[config.mk]
export PLATFORM = sky130hd
export DESIGN_NAME = rotary_encoder_button_qualifier_top
export DESIGN_NICKNAME = d
export VERILOG_FILES = /design/src/sv/rebq_pkg.sv /design/src/sv/rotary_encoder_button_qualifier_top.sv /design/src/sv/rebq_cfg.sv /design/src/sv/rebq_core.sv
export VERILOG_INCLUDE_DIRS = /design/src /design/src/sv
export SDC_FILE = /design/constraint.sdc
export NUM_CORES = 1
export LEC_CHECK = 0
export BUFFER_PORTS_ARGS = -buffer_cell sky130_fd_sc_hd__buf_4
export CAP_MARGIN = 25
export CORE_UTILIZATION = 55
export DETAILED_ROUTE_END_ITERATION = 6
export GPL_TIMING_DRIVEN = 1
export PLACE_DENSITY_LB_ADDON = 0.15
export SETUP_SLACK_MARGIN = 0.15
export SLEW_MARGIN = 40
export SYNTH_ARGS = -nofsm -noshare
export SYNTH_HDL_FRONTEND = slang
export SYNTH_SLANG_ARGS = --single-unit
[constraint.sdc]
create_clock -name clk -period 14.74 [get_ports clk]
set_input_delay 0.737 -clock clk [delete_from_list [all_inputs] [get_ports clk]]
set_output_delay 0.737 -clock clk [all_outputs]
set_load 0.02 [all_outputs]
[src/sv/rotary_encoder_button_qualifier_top_defines.svh]
// ----------------------------------------------------------------------------
// Rotary encoder button qualifier - assertion macros
// Shared concurrent assertion forms used at the top level.
// ----------------------------------------------------------------------------
`ifndef ROTARY_ENCODER_BUTTON_QUALIFIER_TOP_DEFINES_SVH
`define ROTARY_ENCODER_BUTTON_QUALIFIER_TOP_DEFINES_SVH

// same-cycle implication, disabled in reset
`define REBQ_ASSERT_IMP(label, clk, rst_n, ante, cons) \
  label: assert property (@(posedge clk) disable iff (!rst_n) (ante) |-> (cons)) \
    else $error("rebq assertion failed");

// next-cycle implication, disabled in reset
`define REBQ_ASSERT_NXT(label, clk, rst_n, ante, cons) \
  label: assert property (@(posedge clk) disable iff (!rst_n) (ante) |=> (cons)) \
    else $error("rebq assertion failed");

`endif

[src/sv/rebq_pkg.sv]
`timescale 1ns / 1ps
// ----------------------------------------------------------------------------
// rebq_pkg
// Types and constants of the rotary encoder button qualifier.
// ----------------------------------------------------------------------------
package rebq_pkg;

  localparam int TIMER_WIDTH    = 24;
  localparam int POSITION_WIDTH = 16;

  localparam int CFG_TICK_W  = 24;
  localparam int CFG_LIMIT_W = 15;
  localparam int CFG_ADDR_W  = 4;
  localparam int CFG_DATA_W  = 32;
  localparam int IN_DATA_W   = 8;

  localparam logic [CFG_TICK_W-1:0]  RST_DEBOUNCE   = 24'd50000;
  localparam logic [CFG_TICK_W-1:0]  RST_LONG_PRESS = 24'd1000000;
  localparam logic [CFG_TICK_W-1:0]  RST_LOCKOUT    = 24'd1000;
  localparam logic [CFG_LIMIT_W-1:0] RST_LIMIT      = 15'd100;

  // {previous CLK, current CLK}
  localparam logic [1:0] FALLING = 2'b10;

  typedef enum logic [1:0] {
    REG_DEBOUNCE   = 2'd0,
    REG_LONG_PRESS = 2'd1,
    REG_LOCKOUT    = 2'd2,
    REG_LIMIT      = 2'd3
  } rebq_reg_t;

  typedef struct packed {
    logic [CFG_TICK_W-1:0]  debounce_ticks;
    logic [CFG_TICK_W-1:0]  long_press_ticks;
    logic [CFG_TICK_W-1:0]  lockout_ticks;
    logic [CFG_LIMIT_W-1:0] position_limit;
  } rebq_cfg_t;

  // lowest bit last: switch_level sits at bit 0
  typedef struct packed {
    logic take_long_press;
    logic resync_switch;
    logic clear_position;
    logic count_enable;
    logic clock_level;
    logic dir_level;
    logic switch_level;
  } rebq_item_t;

  typedef struct packed {
    logic long_press_waiting;
    logic long_press_taken;
    logic button_down;
  } rebq_flags_t;

endpackage

[src/sv/rotary_encoder_button_qualifier_top.sv]
`timescale 1ns / 1ps
// ----------------------------------------------------------------------------
// rotary_encoder_button_qualifier_top
// Rotary encoder position counter with debounced push button and long press.
// ----------------------------------------------------------------------------
// Usage:
//   in_*  : one word per time-base tick with sampled switch, DT and CLK pin
//           levels plus the control flags.
//   out_* : one word per input word: position, button state, long-press
//           taken and long-press waiting after that tick.
//   cfg_* : APB-style register port; debounce, long press and lockout tick
//           counts at 0x0, 0x4, 0x8 and the position limit at 0xC.
// Timing:
//   A word is registered in the input register, then the state update
//   writes the output register, which drives out_tvalid and out_tdata.
//   One word per cycle while out_tready is high, set by the state update loop.
// Reset:
//   Synchronous, active low. Position and timers clear, button released,
//   no long press pending, registers take their default values.
// Backpressure:
//   With out_tready low the result holds, one more word is taken into the
//   input register, then in_tready drops until the output is drained.
// ----------------------------------------------------------------------------
`include "rotary_encoder_button_qualifier_top_defines.svh"

module rotary_encoder_button_qualifier_top #(
  parameter int TIMER_WIDTH    = rebq_pkg::TIMER_WIDTH,
  parameter int POSITION_WIDTH = rebq_pkg::POSITION_WIDTH
) (
  input  logic                            clk,
  input  logic                            rst_n,
  input  logic                            in_tvalid,
  output logic                            in_tready,
  // switch_level, dir_level, clock_level, count_enable, clear_position,
  // resync_switch, take_long_press, pad
  input  logic [rebq_pkg::IN_DATA_W-1:0]  in_tdata,
  output logic                            out_tvalid,
  input  logic                            out_tready,
  // position, button_down, long_press_taken, long_press_waiting, pad
  output logic [((POSITION_WIDTH+3+7)/8)*8-1:0] out_tdata,
  input  logic                            cfg_psel,
  input  logic                            cfg_penable,
  input  logic                            cfg_pwrite,
  input  logic [rebq_pkg::CFG_ADDR_W-1:0] cfg_paddr,
  input  logic [rebq_pkg::CFG_DATA_W-1:0] cfg_pwdata,
  output logic [rebq_pkg::CFG_DATA_W-1:0] cfg_prdata,
  output logic                            cfg_pready
);

  localparam int OUT_W = ((POSITION_WIDTH + 3 + 7) / 8) * 8;
  localparam logic [POSITION_WIDTH-1:0] POS_MIN_CODE =
    {1'b1, {(POSITION_WIDTH-1){1'b0}}};

  rebq_pkg::rebq_cfg_t   cfg;
  rebq_pkg::rebq_item_t  item_r, item_nxt;
  rebq_pkg::rebq_flags_t flags;
  logic                  in_vld_r, in_vld_nxt;
  logic                  out_vld_r, out_vld_nxt;
  logic [OUT_W-1:0]      out_data_r, out_data_nxt;
  logic signed [POSITION_WIDTH-1:0] position;
  logic                  adv;

  rebq_cfg u_cfg (
    .clk     (clk),
    .rst_n   (rst_n),
    .psel    (cfg_psel),
    .penable (cfg_penable),
    .pwrite  (cfg_pwrite),
    .paddr   (cfg_paddr),
    .pwdata  (cfg_pwdata),
    .prdata  (cfg_prdata),
    .pready  (cfg_pready),
    .cfg     (cfg)
  );

  rebq_core #(
    .TIMER_WIDTH    (TIMER_WIDTH),
    .POSITION_WIDTH (POSITION_WIDTH)
  ) u_core (
    .clk      (clk),
    .rst_n    (rst_n),
    .step     (adv),
    .item     (item_r),
    .cfg      (cfg),
    .position (position),
    .flags    (flags)
  );

  assign adv       = in_vld_r & (~out_vld_r | out_tready);
  assign in_tready = ~in_vld_r | adv;

  always_comb begin
    in_vld_nxt = in_vld_r;
    item_nxt   = item_r;
    if (in_tvalid && in_tready) begin
      in_vld_nxt = 1'b1;
      item_nxt   = rebq_pkg::rebq_item_t'(in_tdata[6:0]);
    end else if (adv) begin
      in_vld_nxt = 1'b0;
    end
  end

  always_comb begin
    out_vld_nxt  = out_vld_r;
    out_data_nxt = out_data_r;
    if (adv) begin
      out_vld_nxt  = 1'b1;
      out_data_nxt = OUT_W'({flags.long_press_waiting, flags.long_press_taken,
                             flags.button_down, position});
    end else if (out_tready) begin
      out_vld_nxt = 1'b0;
    end
  end

  always_ff @(posedge clk) begin
    if (!rst_n) begin
      in_vld_r  <= 1'b0;
      out_vld_r <= 1'b0;
    end else begin
      in_vld_r  <= in_vld_nxt;
      out_vld_r <= out_vld_nxt;
    end
  end

  always_ff @(posedge clk) begin
    item_r     <= item_nxt;
    out_data_r <= out_data_nxt;
  end

  assign out_tvalid = out_vld_r;
  assign out_tdata  = out_data_r;

  `REBQ_ASSERT_IMP(a_stall_cause, clk, rst_n, !in_tready, in_vld_r && out_tvalid && !out_tready)
  `REBQ_ASSERT_NXT(a_adv_result, clk, rst_n, in_vld_r && (!out_tvalid || out_tready), out_tvalid)
  `REBQ_ASSERT_IMP(a_pos_range, clk, rst_n, out_tvalid, out_tdata[POSITION_WIDTH-1:0] != POS_MIN_CODE)
  `REBQ_ASSERT_IMP(a_take_clears, clk, rst_n, out_tvalid && out_tdata[POSITION_WIDTH+1], !out_tdata[POSITION_WIDTH+2])

endmodule

[src/sv/rebq_cfg.sv]
`timescale 1ns / 1ps
// ----------------------------------------------------------------------------
// rebq_cfg
// APB-style register file holding the four configuration registers.
// ----------------------------------------------------------------------------
module rebq_cfg (
  input  logic                            clk,
  input  logic                            rst_n,
  input  logic                            psel,
  input  logic                            penable,
  input  logic                            pwrite,
  input  logic [rebq_pkg::CFG_ADDR_W-1:0] paddr,
  input  logic [rebq_pkg::CFG_DATA_W-1:0] pwdata,
  output logic [rebq_pkg::CFG_DATA_W-1:0] prdata,
  output logic                            pready,
  output rebq_pkg::rebq_cfg_t             cfg
);

  rebq_pkg::rebq_cfg_t cfg_r;
  rebq_pkg::rebq_cfg_t cfg_nxt;
  rebq_pkg::rebq_reg_t idx;
  logic                wr_en;

  assign pready = 1'b1;
  assign wr_en  = psel & penable & pwrite;
  assign idx    = rebq_pkg::rebq_reg_t'(paddr[rebq_pkg::CFG_ADDR_W-1:2]);
  assign cfg    = cfg_r;

  always_comb begin
    cfg_nxt = cfg_r;
    if (wr_en) begin
      unique case (idx)
        rebq_pkg::REG_DEBOUNCE:
          cfg_nxt.debounce_ticks = pwdata[rebq_pkg::CFG_TICK_W-1:0];
        rebq_pkg::REG_LONG_PRESS:
          cfg_nxt.long_press_ticks = pwdata[rebq_pkg::CFG_TICK_W-1:0];
        rebq_pkg::REG_LOCKOUT:
          cfg_nxt.lockout_ticks = pwdata[rebq_pkg::CFG_TICK_W-1:0];
        rebq_pkg::REG_LIMIT:
          cfg_nxt.position_limit = pwdata[rebq_pkg::CFG_LIMIT_W-1:0];
        default: cfg_nxt = cfg_r;
      endcase
    end
  end

  always_comb begin
    unique case (idx)
      rebq_pkg::REG_DEBOUNCE:   prdata = rebq_pkg::CFG_DATA_W'(cfg_r.debounce_ticks);
      rebq_pkg::REG_LONG_PRESS: prdata = rebq_pkg::CFG_DATA_W'(cfg_r.long_press_ticks);
      rebq_pkg::REG_LOCKOUT:    prdata = rebq_pkg::CFG_DATA_W'(cfg_r.lockout_ticks);
      rebq_pkg::REG_LIMIT:      prdata = rebq_pkg::CFG_DATA_W'(cfg_r.position_limit);
      default:                  prdata = '0;
    endcase
  end

  always_ff @(posedge clk) begin
    if (!rst_n) begin
      cfg_r.debounce_ticks   <= rebq_pkg::RST_DEBOUNCE;
      cfg_r.long_press_ticks <= rebq_pkg::RST_LONG_PRESS;
      cfg_r.lockout_ticks    <= rebq_pkg::RST_LOCKOUT;
      cfg_r.position_limit   <= rebq_pkg::RST_LIMIT;
    end else begin
      cfg_r <= cfg_nxt;
    end
  end

endmodule

[src/sv/rebq_core.sv]
`timescale 1ns / 1ps
// ----------------------------------------------------------------------------
// rebq_core
// Per-tick update of debounce, long-press and position state.
// ----------------------------------------------------------------------------
module rebq_core #(
  parameter int TIMER_WIDTH    = rebq_pkg::TIMER_WIDTH,
  parameter int POSITION_WIDTH = rebq_pkg::POSITION_WIDTH
) (
  input  logic                             clk,
  input  logic                             rst_n,
  input  logic                             step,
  input  rebq_pkg::rebq_item_t             item,
  input  rebq_pkg::rebq_cfg_t              cfg,
  output logic signed [POSITION_WIDTH-1:0] position,
  output rebq_pkg::rebq_flags_t            flags
);

  localparam int CMP_W = (TIMER_WIDTH > rebq_pkg::CFG_TICK_W) ?
                         TIMER_WIDTH : rebq_pkg::CFG_TICK_W;
  localparam int LIM_W = ((POSITION_WIDTH > rebq_pkg::CFG_LIMIT_W + 1) ?
                          POSITION_WIDTH : rebq_pkg::CFG_LIMIT_W + 1) + 1;
  localparam logic [TIMER_WIDTH-1:0] TIMER_MAX = '1;
  localparam logic signed [LIM_W-1:0] POS_MAX =
    $signed(LIM_W'({(POSITION_WIDTH-1){1'b1}}));

  logic signed [POSITION_WIDTH-1:0] pos_r, pos_nxt;
  logic                             deb_r, deb_nxt;
  logic                             last_raw_r, last_raw_nxt;
  logic [TIMER_WIDTH-1:0]           stable_r, stable_nxt;
  logic [TIMER_WIDTH-1:0]           press_r, press_nxt;
  logic [TIMER_WIDTH-1:0]           edge_r, edge_nxt;
  logic                             fired_r, fired_nxt;
  logic                             pending_r, pending_nxt;
  logic                             prev_clk_r, prev_clk_nxt;
  logic                             taken;

  logic [TIMER_WIDTH-1:0]    stable_up, press_up, edge_up;
  logic signed [LIM_W-1:0]   lim_cfg, lim, neg_lim, pos_ext;
  logic                      edge_hit;

  assign stable_up = (stable_r == TIMER_MAX) ? stable_r : stable_r + 1'b1;
  assign press_up  = (press_r == TIMER_MAX) ? press_r : press_r + 1'b1;
  assign edge_up   = (edge_r == TIMER_MAX) ? edge_r : edge_r + 1'b1;

  assign lim_cfg = $signed(LIM_W'(cfg.position_limit));
  assign lim     = (lim_cfg > POS_MAX) ? POS_MAX : lim_cfg;
  assign neg_lim = -lim;

  assign edge_hit = ({prev_clk_r, item.clock_level} == rebq_pkg::FALLING) &&
                    item.count_enable &&
                    (CMP_W'(edge_up) >= CMP_W'(cfg.lockout_ticks));

  always_comb begin
    pos_nxt      = pos_r;
    deb_nxt      = deb_r;
    last_raw_nxt = last_raw_r;
    stable_nxt   = stable_r;
    press_nxt    = press_r;
    edge_nxt     = edge_r;
    fired_nxt    = fired_r;
    pending_nxt  = pending_r;
    prev_clk_nxt = prev_clk_r;
    taken        = 1'b0;
    pos_ext      = '0;
    if (step) begin
      stable_nxt = stable_up;
      press_nxt  = press_up;
      edge_nxt   = edge_up;
      if (item.resync_switch) begin
        deb_nxt      = item.switch_level;
        last_raw_nxt = item.switch_level;
        stable_nxt   = '0;
        fired_nxt    = ~item.switch_level;
      end else begin
        if (item.switch_level != last_raw_r) begin
          stable_nxt = '0;
        end
        if (CMP_W'(stable_nxt) > CMP_W'(cfg.debounce_ticks)) begin
          if (item.switch_level != deb_r) begin
            deb_nxt = item.switch_level;
            if (!item.switch_level) begin
              pos_nxt   = '0;
              press_nxt = '0;
              fired_nxt = 1'b0;
            end
          end
          if (!deb_nxt && !fired_nxt &&
              (CMP_W'(press_nxt) > CMP_W'(cfg.long_press_ticks))) begin
            fired_nxt   = 1'b1;
            pending_nxt = 1'b1;
          end
        end
        last_raw_nxt = item.switch_level;
      end
      if (item.clear_position) begin
        pos_nxt = '0;
      end
      if (edge_hit) begin
        edge_nxt = '0;
        pos_ext  = LIM_W'(pos_nxt);
        if (item.dir_level) begin
          if (pos_ext < lim) pos_nxt = pos_nxt + POSITION_WIDTH'(1);
        end else begin
          if (pos_ext > neg_lim) pos_nxt = pos_nxt - POSITION_WIDTH'(1);
        end
      end
      prev_clk_nxt = item.clock_level;
      if (item.take_long_press && pending_nxt) begin
        pending_nxt = 1'b0;
        taken       = 1'b1;
      end
    end
  end

  assign position                 = pos_nxt;
  assign flags.button_down        = ~deb_nxt;
  assign flags.long_press_taken   = taken;
  assign flags.long_press_waiting = pending_nxt;

  always_ff @(posedge clk) begin
    if (!rst_n) begin
      pos_r      <= '0;
      deb_r      <= 1'b1;
      last_raw_r <= 1'b1;
      stable_r   <= '0;
      press_r    <= '0;
      edge_r     <= '0;
      fired_r    <= 1'b0;
      pending_r  <= 1'b0;
      prev_clk_r <= 1'b1;
    end else begin
      pos_r      <= pos_nxt;
      deb_r      <= deb_nxt;
      last_raw_r <= last_raw_nxt;
      stable_r   <= stable_nxt;
      press_r    <= press_nxt;
      edge_r     <= edge_nxt;
      fired_r    <= fired_nxt;
      pending_r  <= pending_nxt;
      prev_clk_r <= prev_clk_nxt;
    end
  end

endmodule
==> results.txt <==
----------------------------------------------------
[Yosys]
  Number of synthesized register bits ... 208
  Commonest register cell after synthesis ... dfxtp_1
  Cell count after synthesis ... 1733
  Fraction of synthesis flops using an asynchronous set or reset pin ... 0%
  Sequential area share after synthesis ... 32.3%
  Netlist area before placement ... 13700 um2
  Number of distinct library cells after synthesis ... 86
  Synth warnings ... 0
  Count of flip-flops with a built-in enable after synthesis ... 26
  Average footprint of a synthesized cell ... 7.90 um2

[Global routing]
  Grt ovf ... 0
  Pin count of the biggest net entering global routing ... 94
  Wire length of the first global-routing pass ... 61.6 mm
  Global router's overall resource usage ... 29.8%
  Initial antenna violation count ... 0
  Vias in the first global route ... 11900

[Detailed routing]
  Starting DRT DRC Count ... 1226
  Detailed-router iteration count before antenna repair ... 6
  Drt via density ... 6.13
  Final Routed Wirelength ... 38.6 mm
  Routed WL per cell ... 18.4 um
  Routed Antenna Nets ... 0
  Total via count after detailed routing ... 12900
  DRC ... 0

[Flow run]
  Number of violations of the max-capacitance limit ... 0

[Place]
  Post-DP HPWL ... 27.8 mm
  Count of port buffers added during placement ... 84
  Final estimated routing congestion in global placement ... 0.936

[Power and ir drop]
  Highest ir drop seen on vdd ... 0.0728 mV
  Static leakage ... 6.13 nW
  Areal power density over the cells ... 88.6 nW/um2

[Timing]
  Sum Neg Setup Slack ... 0 ps
  Fin. Hold Viols ... 0
  Share of the cycle needed by the critical path after routing ... 53.5%
  Final clock skew ... 24.7 ps
  Setup Viol. Count Final ... 0
  Worst-margin pin slew ... 793 ps
  Final number of max-transition violations ... 0
  Slew margin rel. ... 47.1%
  Setup repair after global routing missed its margin ... false
  Max Fclk ... 127 MHz
  Final worst path period need ... 7880 ps

[Critical path]
  Setup slack of the most critical reg-to-reg path ... 6860 ps
  Worst setup path start ... u_core.stable_r[0]
  Type of destination of the critical path ... flop
  Data arrival time of the worst path ... 8170 ps
  Critical path endpoint ... out_tdata[10]
  Number of cells traversed by the worst register-to-register path ... 25
  Reg-to-Reg End ... out_tdata[10]
  Highest net fanout along the worst path ... 16
  Required time of the critical path ... 15020 ps
  Kind of start point of the critical path ... flop
  Startpoint of the lowest-slack register-to-register path ... u_core.stable_r[0]
  Classification of the worst setup path ... reg -> reg

[Clock network]
  Clock Pin Slew Worst Setup and Hold Paths ... 60 ps
  Cell at the root of the clock tree ... clkbuf_16
  Worst-Skew Late Latency ... 550 ps
  Number of clock sinks ... 208
  Gates resized, CTS repair ... 0
  Hold-fix buffers, CTS ... 0
  Num CTS Buffers ... 24
  Number of post-CTS setup repair buffers ... 0
  Number of H-tree levels ... 1
  Clock tree from TritonCTS ... done
  Maximum buffer depth of the clock tree ... 3

[Floorplan]
  Horizontal die dimension ... 160 um
  Total Die Area ... 25500 um2
  Number of placement rows ... 57
  Overall die height ... 160 um
  Num ports ... 110
  Core area ... 24400 um2
  Initial Util ... 56.1%

[Final layout]
  Diodes inserted ... 0
  NumNets Final ... 1921
  Share of final-layout standard cells stronger than drive strength 1 ... 10.5%
  Signed area change from the synthesized netlist to the final layout ... 11.9%
  Core occupancy in the finished layout ... 62.8%
  Fill cells ... 2169

[Worst hold path]
  Path class of the lowest-slack min-delay path ... in -> reg

[Status]
  Outcome ... finished clean

----------------------------------------------------
==> report_power, final <==
part,switching [mW],internal (mW)
logic,0.0717,0.0338
clock network,0.257,0.405
registers,0.00792,0.582
==> cell type report <==
cell class              count  area, um2  share of cell area [%]
clock buffers              32        693                    4.53
well taps                 324        405                    2.65
multi-input cells        1324       8470                    55.3
flip-flops and latches    208       4420                    28.9
clock inverters            12        198                    1.29
repair buffers             95        713                    4.66
inverters                 106        403                    2.63
==> flip-flops by register name, summed over array words and instances (netlist names), 7 cells and up <==
name / cells
u_core.pos_r: 16
out_tdata: 19
item_r: 7
u_core.edge_r: 24
u_core.press_r: 24
u_cfg.cfg: 87
u_core.stable_r: 24
==> kinds of logic (layout without fill, tap and decap cells) <==
family | count (synthesis) | count (layout) | share of synthesized area, %
adder cells (fa/ha/maj) | 111 | 111 | 10.1
multiplexers | 37 | 37 | 4.10
AND/OR/NAND/NOR | 708 | 708 | 25.0
XOR/XNOR | 75 | 75 | 4.80
other | 2 | 14 | 0.0549
buffers and inverters | 213 | 245 | 6.36
flip-flops | 208 | 208 | 32.3
AO/OA/AOI/OAI | 379 | 379 | 17.2
==> per-stage QoR <==
step	setup WS (ps)	power [mW]	area [um2]	hold WS [ps]	instances
finish	6860	1.36	15300	366	2101
global route	6300	1.40	15300	355	2101
CTS	7000	1.36	15300	351	2101
detailed placement	7040	0.706	14400	451	2057
global placement	7080	0.704	14400	444	2057
floorplan	8570	0.667	13700	427	1745
==> cells in the final DEF, fill, tap and decap left out, types with 7 or more instances in the layout <==
cell | synthesis | final
or3_1 | 30 | 30
a22oi_1 | 29 | 29
a21oi_1 | 149 | 149
o211ai_1 | 29 | 29
mux2i_1 | 20 | 20
xor2_1 | 43 | 43
and4_1 | 12 | 12
nand3_1 | 57 | 57
nor3_1 | 34 | 31
nand3b_1 | 11 | 11
nor2_1 | 159 | 158
nand2_1 | 264 | 264
buf_4 | 14 | 95
a31oi_1 | 11 | 11
o21ai_0 | 78 | 78
inv_1 | 106 | 104
a211oi_1 | 7 | 7
edfxtp_1 | 26 | 26
nor2b_1 | 18 | 18
mux4_2 | 15 | 15
clkbuf_16 | 0 | 26
xnor2_1 | 32 | 32
a21o_1 | 16 | 16
o21a_1 | 12 | 12
and2_1 | 11 | 9
ha_1 | 111 | 111
and3_1 | 22 | 22
nor4_1 | 16 | 15
dfxtp_1 | 182 | 182
nand4_1 | 37 | 37
conb_1 | 2 | 14
==> how the worst min path moves through the flow <==
stage	start	endpoint	slack, ps	cells past startpoint
global placement	u_core.fired_r	u_core.fired_r	440	2
CTS	in_tdata[3]	item_r[3]	350	1
floorplan	u_core.fired_r	u_core.fired_r	430	2
detailed placement	u_core.fired_r	u_core.fired_r	450	2
finish	in_tdata[3]	item_r[3]	370	1
global route	in_tdata[2]	item_r[2]	350	1
==> cells in the mapped netlist, drive strengths merged, types with 3 or more instances <==
cell	number	area, um2
xor2	43	377
clkbuf	74	282
a21o	17	129
or3	30	188
inv	106	398
mux2i	20	200
dfxtp	182	3640
and2	13	81.3
nor3b	4	35.0
nand3b	11	82.6
nand2b	7	43.8
a21boi	5	41.3
nand3	58	295
nand4	41	290
or2	3	18.8
and3	22	138
o21a	12	90.1
xnor2	32	280
a21oi	150	754
a22oi	29	218
nand2	264	991
a211oi	8	65.1
a32o	5	50.1
nor3	35	186
nor4	18	134
ha	111	1390
o21ai	80	400
a211o	4	35.0
mux4	15	338
nand4b	3	26.3
buf	33	191
o211ai	29	218
edfxtp	26	781
and4	13	116
nor2	160	603
nor2b	18	113
a31oi	11	68.8
or4	5	41.3
==> worst max-delay path, stage by stage (launching register included) <==
cell,delay [ps]
dfxtp_1,370
ha_1,230
and2_1,200
nand4_1,140
or4_1,340
nand4_4,210
nor4_1,490
and4_4,320
xnor2_1,120
nor2_1,80
ha_1,320
nand4_2,170
nor4_2,440
a41oi_1,230
a21oi_2,570
nand2_1,520
nor2_1,440
ha_1,290
and2_0,170
a221o_1,310
a2111oi_2,520
or4b_1,360
o32ai_2,130
nand2_1,90
mux2_1,340
or2_1,230
==> per-layer routing <==
metal  GRT usage (%)  vias to the layer above  part of all wire [%]
met5               0                        -                     0
met4            8.92                        0                   2.9
met3            3.51                       84                   8.4
met2            48.1                      554                    45
met1            41.7                     6081                    43
li1                -                     6150                     -
Power figures use the tool's default switching activity.
